$ cat src/rplc_pkg.sv
// Shared types, codes and reset constants for the rotary pin lock controller.
package rplc_pkg;

    localparam int DIGITS_DEFAULT = 3;
    localparam int DIGITS_MAX     = 8;

    localparam int NIBBLE_W   = 4;
    localparam int CODE_W     = 32;
    localparam int ATTEMPTS_W = 8;
    localparam int POS_W      = 4;
    localparam int MODE_W     = 2;
    localparam int EVENT_W    = 3;
    localparam int CFG_IDX_W  = 2;

    localparam logic [CODE_W-1:0]     SECRET_CODE_RESET  = 32'd546;
    localparam logic [ATTEMPTS_W-1:0] MAX_ATTEMPTS_RESET = 8'd3;

    // Configuration register indexes.
    localparam logic [CFG_IDX_W-1:0] CFG_SECRET_CODE  = 2'd0;
    localparam logic [CFG_IDX_W-1:0] CFG_MAX_ATTEMPTS = 2'd1;

    // Lock mode codes as seen on the result port.
    localparam logic [MODE_W-1:0] LOCK_MODE_ENTERING = 2'd0;
    localparam logic [MODE_W-1:0] LOCK_MODE_GRANTED  = 2'd1;
    localparam logic [MODE_W-1:0] LOCK_MODE_LOCKED   = 2'd2;

    // Event codes.
    localparam logic [EVENT_W-1:0] EV_IGNORED = 3'd0;
    localparam logic [EVENT_W-1:0] EV_ADVANCE = 3'd1;
    localparam logic [EVENT_W-1:0] EV_NEXT    = 3'd2;
    localparam logic [EVENT_W-1:0] EV_SUCCESS = 3'd3;
    localparam logic [EVENT_W-1:0] EV_RETRY   = 3'd4;
    localparam logic [EVENT_W-1:0] EV_ALARM   = 3'd5;
    localparam logic [EVENT_W-1:0] EV_DIRSET  = 3'd6;

    localparam logic [NIBBLE_W-1:0] DIGIT_LAST = 4'd9;

    typedef enum logic [2:0] {
        MODE_ENTERING = 3'b001,
        MODE_GRANTED  = 3'b010,
        MODE_LOCKED   = 3'b100
    } mode_t;

    typedef enum logic [1:0] {
        DIR_NONE = 2'd0,
        DIR_CW   = 2'd1,
        DIR_CCW  = 2'd2
    } dir_t;

    typedef struct packed {
        mode_t                 mode;
        dir_t                  dir;
        logic [NIBBLE_W-1:0]   digit;
        logic [POS_W-1:0]      position;
        logic [ATTEMPTS_W-1:0] attempts;
    } lock_state_t;

    typedef struct packed {
        logic [MODE_W-1:0]     lock_mode;
        logic [NIBBLE_W-1:0]   shown_digit;
        logic [POS_W-1:0]      digit_position;
        logic [ATTEMPTS_W-1:0] attempts_left;
        logic [EVENT_W-1:0]    event_code;
    } result_t;

endpackage

$ cat src/rplc_step.sv
// Next-state and result logic for one encoder step or button press.
module rplc_step #(
    parameter int DIGITS = rplc_pkg::DIGITS_DEFAULT
) (
    input  rplc_pkg::lock_state_t            cur,
    input  logic [rplc_pkg::NIBBLE_W*DIGITS-1:0] entered,
    input  logic [rplc_pkg::CODE_W-1:0]      secret_code,
    input  logic                             command,
    input  logic                             turn_ccw,
    output rplc_pkg::lock_state_t            nxt,
    output logic [rplc_pkg::NIBBLE_W*DIGITS-1:0] entered_next,
    output rplc_pkg::result_t                result
);

    localparam logic [rplc_pkg::POS_W-1:0] LAST_POS = rplc_pkg::POS_W'(DIGITS);

    rplc_pkg::dir_t                    step_dir;
    logic                              fail;
    logic                              match;
    logic [rplc_pkg::POS_W-1:0]        pos_inc;
    logic [rplc_pkg::ATTEMPTS_W-1:0]   att_dec;
    logic [rplc_pkg::EVENT_W-1:0]      ev;

    assign step_dir = turn_ccw ? rplc_pkg::DIR_CCW : rplc_pkg::DIR_CW;
    assign pos_inc  = cur.position + 1'b1;
    assign att_dec  = cur.attempts - 1'b1;

    always_comb
    begin
        nxt          = cur;
        entered_next = entered;
        ev           = rplc_pkg::EV_IGNORED;
        fail         = 1'b0;
        match        = 1'b1;

        if (cur.mode == rplc_pkg::MODE_ENTERING)
        begin
            if (command)
            begin
                fail = 1'b1;
            end
            else if (cur.dir == rplc_pkg::DIR_NONE || cur.dir == step_dir)
            begin
                ev = (cur.dir == rplc_pkg::DIR_NONE) ? rplc_pkg::EV_DIRSET
                                                     : rplc_pkg::EV_ADVANCE;
                nxt.dir   = step_dir;
                nxt.digit = (cur.digit == rplc_pkg::DIGIT_LAST) ? '0 : cur.digit + 1'b1;
            end
            else if (cur.position < LAST_POS)
            begin
                // A reversal stores the shown digit in the current slot.
                for (int i = 0; i < DIGITS; i++)
                begin
                    if (cur.position == rplc_pkg::POS_W'(i))
                    begin
                        entered_next[i*rplc_pkg::NIBBLE_W +: rplc_pkg::NIBBLE_W] = cur.digit;
                    end
                end
                nxt.position = pos_inc;

                if (pos_inc == LAST_POS)
                begin
                    for (int i = 0; i < DIGITS; i++)
                    begin
                        if (entered_next[i*rplc_pkg::NIBBLE_W +: rplc_pkg::NIBBLE_W] !=
                            secret_code[i*rplc_pkg::NIBBLE_W +: rplc_pkg::NIBBLE_W])
                        begin
                            match = 1'b0;
                        end
                    end
                    if (match)
                    begin
                        nxt.mode = rplc_pkg::MODE_GRANTED;
                        ev       = rplc_pkg::EV_SUCCESS;
                    end
                    else
                    begin
                        fail = 1'b1;
                    end
                end
                else
                begin
                    nxt.dir   = step_dir;
                    nxt.digit = '0;
                    ev        = rplc_pkg::EV_NEXT;
                end
            end
        end

        if (fail)
        begin
            if (cur.attempts == '0 || att_dec == '0)
            begin
                // Out of attempts: lock, keeping the last digit and position.
                nxt.mode     = rplc_pkg::MODE_LOCKED;
                nxt.attempts = (cur.attempts == '0) ? '0 : att_dec;
                ev           = rplc_pkg::EV_ALARM;
            end
            else
            begin
                nxt.attempts = att_dec;
                nxt.digit    = '0;
                nxt.position = '0;
                nxt.dir      = rplc_pkg::DIR_NONE;
                entered_next = '0;
                ev           = rplc_pkg::EV_RETRY;
            end
        end
    end

    always_comb
    begin
        unique case (nxt.mode)
            rplc_pkg::MODE_ENTERING: result.lock_mode = rplc_pkg::LOCK_MODE_ENTERING;
            rplc_pkg::MODE_GRANTED:  result.lock_mode = rplc_pkg::LOCK_MODE_GRANTED;
            rplc_pkg::MODE_LOCKED:   result.lock_mode = rplc_pkg::LOCK_MODE_LOCKED;
            default:                 result.lock_mode = rplc_pkg::LOCK_MODE_ENTERING;
        endcase
        result.shown_digit    = nxt.digit;
        result.digit_position = nxt.position;
        result.attempts_left  = nxt.attempts;
        result.event_code     = ev;
    end

endmodule

$ cat src/rotary_pin_lock_controller.sv
// Rotary pin lock controller: lock state, configuration registers and result buffering.
// Results go to the output register, or to the skid stage on a stall. Throughput: one
// item per cycle while in_stall is low; the next-state logic is a single pass from the
// lock state registers to the result register, with a one-entry skid stage behind it.
// Reset: rst_n clears the lock to entering with no digits, loads secret code 546
// and three attempts, and empties the result register and skid stage.
module rotary_pin_lock_controller #(
    parameter int DIGITS = rplc_pkg::DIGITS_DEFAULT
) (
    input  logic                               clk,
    input  logic                               rst_n,

    input  logic                               cfg_valid,
    output logic                               cfg_ready,
    input  logic [rplc_pkg::CFG_IDX_W-1:0]     cfg_index,
    input  logic [rplc_pkg::CODE_W-1:0]        cfg_data,

    input  logic                               in_valid,
    output logic                               in_stall,
    input  logic                               command,
    input  logic                               turn_ccw,

    output logic                               out_valid,
    input  logic                               out_stall,
    output logic [rplc_pkg::MODE_W-1:0]        lock_mode,
    output logic [rplc_pkg::NIBBLE_W-1:0]      shown_digit,
    output logic [rplc_pkg::POS_W-1:0]         digit_position,
    output logic [rplc_pkg::ATTEMPTS_W-1:0]    attempts_left,
    output logic [rplc_pkg::EVENT_W-1:0]       event_code
);

    localparam int ENT_W = rplc_pkg::NIBBLE_W * DIGITS;

    logic [rplc_pkg::CODE_W-1:0]       secret_code_reg;
    rplc_pkg::lock_state_t             state_reg;
    rplc_pkg::lock_state_t             state_next;
    logic [ENT_W-1:0]                  entered_reg;
    logic [ENT_W-1:0]                  entered_next;
    rplc_pkg::result_t                 step_result;

    rplc_pkg::result_t                 out_data_reg;
    rplc_pkg::result_t                 out_data_next;
    logic                              out_valid_reg;
    logic                              out_valid_next;
    rplc_pkg::result_t                 skid_data_reg;
    logic                              skid_valid_reg;
    logic                              skid_valid_next;

    logic                              cfg_write;
    logic                              in_accept;
    logic                              out_load;

    assign cfg_ready = 1'b1;
    assign cfg_write = cfg_valid && cfg_ready;
    assign in_stall  = skid_valid_reg;
    assign in_accept = in_valid && !in_stall;
    // The output register can take a new beat when it is empty or being drained.
    assign out_load  = !out_valid_reg || !out_stall;

    rplc_step #(
        .DIGITS(DIGITS)
    ) u_step (
        .cur          (state_reg),
        .entered      (entered_reg),
        .secret_code  (secret_code_reg),
        .command      (command),
        .turn_ccw     (turn_ccw),
        .nxt          (state_next),
        .entered_next (entered_next),
        .result       (step_result)
    );

    always_ff @(posedge clk or negedge rst_n)
    begin
        if (!rst_n)
        begin
            secret_code_reg    <= rplc_pkg::SECRET_CODE_RESET;
            state_reg.mode     <= rplc_pkg::MODE_ENTERING;
            state_reg.dir      <= rplc_pkg::DIR_NONE;
            state_reg.digit    <= '0;
            state_reg.position <= '0;
            state_reg.attempts <= rplc_pkg::MAX_ATTEMPTS_RESET;
            entered_reg        <= '0;
        end
        else if (cfg_write)
        begin
            unique case (cfg_index)
                rplc_pkg::CFG_SECRET_CODE:
                begin
                    secret_code_reg <= cfg_data;
                end
                rplc_pkg::CFG_MAX_ATTEMPTS:
                begin
                    state_reg.attempts <= cfg_data[rplc_pkg::ATTEMPTS_W-1:0];
                end
                default:
                begin
                end
            endcase
        end
        else if (in_accept)
        begin
            state_reg   <= state_next;
            entered_reg <= entered_next;
        end
    end

    always_comb
    begin
        out_valid_next  = out_valid_reg;
        out_data_next   = out_data_reg;
        skid_valid_next = skid_valid_reg;
        if (out_load)
        begin
            out_valid_next  = skid_valid_reg || in_accept;
            out_data_next   = skid_valid_reg ? skid_data_reg : step_result;
            skid_valid_next = 1'b0;
        end
        else if (in_accept)
        begin
            skid_valid_next = 1'b1;
        end
    end

    always_ff @(posedge clk or negedge rst_n)
    begin
        if (!rst_n)
        begin
            out_valid_reg  <= 1'b0;
            skid_valid_reg <= 1'b0;
        end
        else
        begin
            out_valid_reg  <= out_valid_next;
            skid_valid_reg <= skid_valid_next;
        end
    end

    always_ff @(posedge clk)
    begin
        out_data_reg <= out_data_next;
        if (!out_load && in_accept)
        begin
            skid_data_reg <= step_result;
        end
    end

    assign out_valid      = out_valid_reg;
    assign lock_mode      = out_data_reg.lock_mode;
    assign shown_digit    = out_data_reg.shown_digit;
    assign digit_position = out_data_reg.digit_position;
    assign attempts_left  = out_data_reg.attempts_left;
    assign event_code     = out_data_reg.event_code;

endmodule
$ cat config.mk
export PLATFORM = sky130hd
export DESIGN_NAME = rotary_pin_lock_controller
export DESIGN_NICKNAME = d
export VERILOG_FILES = /design/src/rplc_pkg.sv /design/src/rplc_step.sv /design/src/rotary_pin_lock_controller.sv
export SDC_FILE = /design/constraint.sdc
export NUM_CORES = 1
export LEC_CHECK = 0
export BUFFER_PORTS_ARGS = -buffer_cell sky130_fd_sc_hd__buf_4
export CORE_MARGIN = 2
export CORE_UTILIZATION = 40
export CTS_BUF_LIST = sky130_fd_sc_hd__clkbuf_4 sky130_fd_sc_hd__clkbuf_8
export DETAILED_ROUTE_END_ITERATION = 16
export SYNTH_ARGS = -nofsm -noshare
export SYNTH_HDL_FRONTEND = slang
export SYNTH_SLANG_ARGS = --single-unit
$ cat constraint.sdc
create_clock -name clk -period 3.7 [get_ports clk]
set_input_delay 0.74 -clock clk [delete_from_list [all_inputs] [get_ports clk]]
set_output_delay 0.74 -clock clk [all_outputs]
set_load 0.1 [all_outputs]
==> summary.md <==
| Metric | Value |
|---|---|
| Syn_nets | between 400 and 500 |
| CTS tree | built |
| Slew at the pin closest to its max-slew limit | 0.815 ns |
| Cell variety after synth | 69 |
| Initial DRC count | 200 |
| LEAKAGE | 2.15 nW |
| Share of layout cells above drive strength 1 | 0.247 |
| Number of global-route vias before repair | 3471 |
| # IOs | 65 |
| Max VDD drop | 0.141 mV |
| Crit share post-route | 0.973 |
| Final Util | 0.478 |
| Gate power share | 0.226 |
| Reg2reg setup slack | between 0.1 and 0.15 ns |
| R2R depth | 12 |
| Post-synth ARST share | 0.528 |
| Synth area leaders | edfxtp_1 27%, dfrtp_1 22%, nand2_1 4.3%, mux2_2 4.0%, dfstp_2 3.3% |
| Slew Limit Headroom | 0.453 |
| CTS Sinks | 89 |
| Crit start category | flip-flop |
| Ant diodes | 0 |
| Vias | 3629 |
| Flop pwr share | 0.516 |
| Global-route wire length before repair | 17.6 mm |
| Dpl ws | 0.110 ns |
| Core Footprint | 11500 sq um |
| Violated checks | design-rule violations |
| Clock root buffer | clkbuf_8 |
| Full die area | around 13000 sq um |
| WP data required | roughly 3.8 ns |
| Crit Path Category | reg -> reg |
| RR Startpoint | state_reg[9]$_DFFE_PN0P_ |
| #FFs+latches synth | 89 |
| Pint | 0.00157 W |
| YS warnings | 0 |
| PD cells | 425 nW/um^2 |
| Hold WC Path Type | in -> async |
| EDFF count, synth | 42 |
| Post-DRT Antenna Nets | 0 |
| Fin cells | 646 |
| Fin. Hold Viols | 0 |
| Worst skew pair latency | 0.35 ns |
| Commonest cells post-synth | 54 x nand2_1, 42 x edfxtp_1, 41 x dfrtp_1 |
| Crit path time final | 3.60 ns |
| Buffers on Ports | 43 |
| Max Freq | 278 MHz |
| Gate Count Post-Synth | 448 |
| # hold bufs at CTS | 0 |
| Starting density of the core | 0.412 |
| Status | finished, violations left |
| Area of the mapped netlist | 4740 sq um |
| Register area share after synthesis | 0.515 |
| CP Max Fanout | 5 |
| Number of nets in the layout | 545 |
| CP arrival | 3.70 ns |
| Initial antenna violation count | 0 |
| Site row count | 39 |
| Routed wire length | 10.9 mm |
| Die Ht | approximately 110 microns |
| Syn_area_per_cell | around 11 sq um |
| Top-area cell type share of the netlist area | 0.266 |
| Placer Congestion | 0.927 |
| Drt via density | 5.62 |
| Min Hold Slack | 0.403 ns |
| GRT Overall Usage | 0.173 |
| RR Endpoint | lock_mode[1]$_DFFE_PN_ |
| Fin area | 5500 sq um |
| Layout area overhead | 16.0% |
| Clock transition at path regs | 0.08 ns |
| Synth Flop Type | edfxtp_1 |
| Sw frac | 0.329 |
| Chip width | between 100 and 150 microns |
| Synth area leader | edfxtp_1 |
| Setup ws final | 0.101 ns |
| Net switching power | 0.000768 W |
| Max-slew violation count | 0 |
| DRT Pass-1 Iters | 11 |
| Max-capacitance violation count | 0 |
| Part of the power in the clock network | 0.258 |
| Routed len/inst | around 17 microns |
| Placed instance area | 5270 sq um |
| TritonCTS Buffers | 9 |
| FILL cells | 1109 |
| Worst Skew | 0.00590 ns |
| Placed Cells | approximately 630 |
| Setup Viol. Count Final | 0 |
| GRT overflow | 0 |
| Hpwl dp | 7.67 mm |
| Critical Path End Type | flip-flop |
| Top-count cell post-synth | nand2_1 |
| Clock buffer depth | 2 |
| H-tree levels | 3 |
| Largest net degree at the start of global routing | 48 |
| DRC Markers | 4 |
-- cell type report --
| class | instances | area, sq um | area share |
|---|---|---|---|
| Sequential cell | 89 | 2440 | 0.444 |
| Multi-Input combinational cell | 312 | 2140 | 0.389 |
| Timing Repair Buffer | 64 | 480 | 0.0873 |
| Tap cell | 143 | 179 | 0.0325 |
| Clock buffer | 12 | 153 | 0.0277 |
| Inverter | 22 | 82.6 | 0.0150 |
| Clock inverter | 4 | 20.0 | 0.00364 |
-- layout by cell type (no fill, tap or decap), types with 8 or more instances in the layout --
cell type   n
a31oi_1     8
a22o_1     16
inv_1      21
o211ai_1    8
a21oi_1    10
nand2_1    54
o31ai_1    11
mux2_2     17
nor2_1     35
clkbuf_8   10
mux2i_1     9
edfxtp_1   42
o21ai_0    21
nand3_1    10
buf_4      64
dfrtp_1    41
-- worst max-delay path by stage --
| stage | from | end | slack [ns] |
|---|---|---|---|
| after floorplan | state_reg[8]$_DFFE_PN0P_ | event_code[2]$_DFFE_PN_ | 0.19 |
| after global placement | state_reg[8]$_DFFE_PN0P_ | attempts_left[6]$_DFFE_PN_ | 0.19 |
| after detailed placement | state_reg[8]$_DFFE_PN0P_ | attempts_left[6]$_DFFE_PN_ | 0.11 |
| after CTS | state_reg[8]$_DFFE_PN0P_ | attempts_left[6]$_DFFE_PN_ | 0.1 |
| after global routing | state_reg[9]$_DFFE_PN0P_ | lock_mode[1]$_DFFE_PN_ | -0.01 |
| final | state_reg[9]$_DFFE_PN0P_ | lock_mode[1]$_DFFE_PN_ | 0.10 |
-- power groups by stage --
stage | combinational [W] | clock (W) | sequential [W]
after floorplan | 0.000210 | 0 | 0.00140
final | 0.000529 | 0.000602 | 0.00121
after global placement | 0.000519 | 0 | 0.00122
after detailed placement | 0.000526 | 0 | 0.00123
after CTS | 0.000527 | 0.000623 | 0.00120
after global routing | 0.000561 | 0.000669 | 0.00122
-- per-layer routing --
metal | wire length, microns | global-route usage
met2 | 4890 | 0.273
met5 | 0 | 0
met4 | 238 | 0.0732
met1 | 5260 | 0.240
met3 | 483 | 0.0273
-- metrics by stage --
step | setup TNS (ns) | total power [W]
final | 0 | 0.00234
after global routing | -0.0105 | 0.00245
after CTS | 0 | 0.00235
after detailed placement | 0 | 0.00175
after global placement | 0 | 0.00174
after floorplan | 0 | 0.00161
-- critical path, stage by stage, from the launching register on --
cell,delay (ns)
dfrtp_1,0.46
inv_1,0.11
ha_1,0.21
or3b_2,0.49
buf_4,0.17
nand3b_1,0.07
o311ai_0,0.13
or4_4,0.54
or3_4,0.39
a21oi_4,0.23
buf_4,0.16
o32ai_1,0.09
mux2_2,0.30
-- logic make-up (layout without fill, tap and decap cells) --
family	Yosys count	count (layout)	share of synthesized area
mux	26	26	0.0593
simple gates	154	154	0.176
compound gates	117	117	0.176
buf+inv	47	102	0.0422
flops	89	89	0.515
fa+ha+maj	6	6	0.0158
xor+xnor	8	8	0.0148
other cells	1	1	0.000790
-- repair_timing --
action | 4_1_cts | 5_1_grt
endpoints found under the setup margin | 0 | 30
setup buffers | 0 | 3
endpoints found under the hold margin | 0 | 0
resized for setup | 0 | 7
Note: power is estimated with default switching activity, not from simulation.
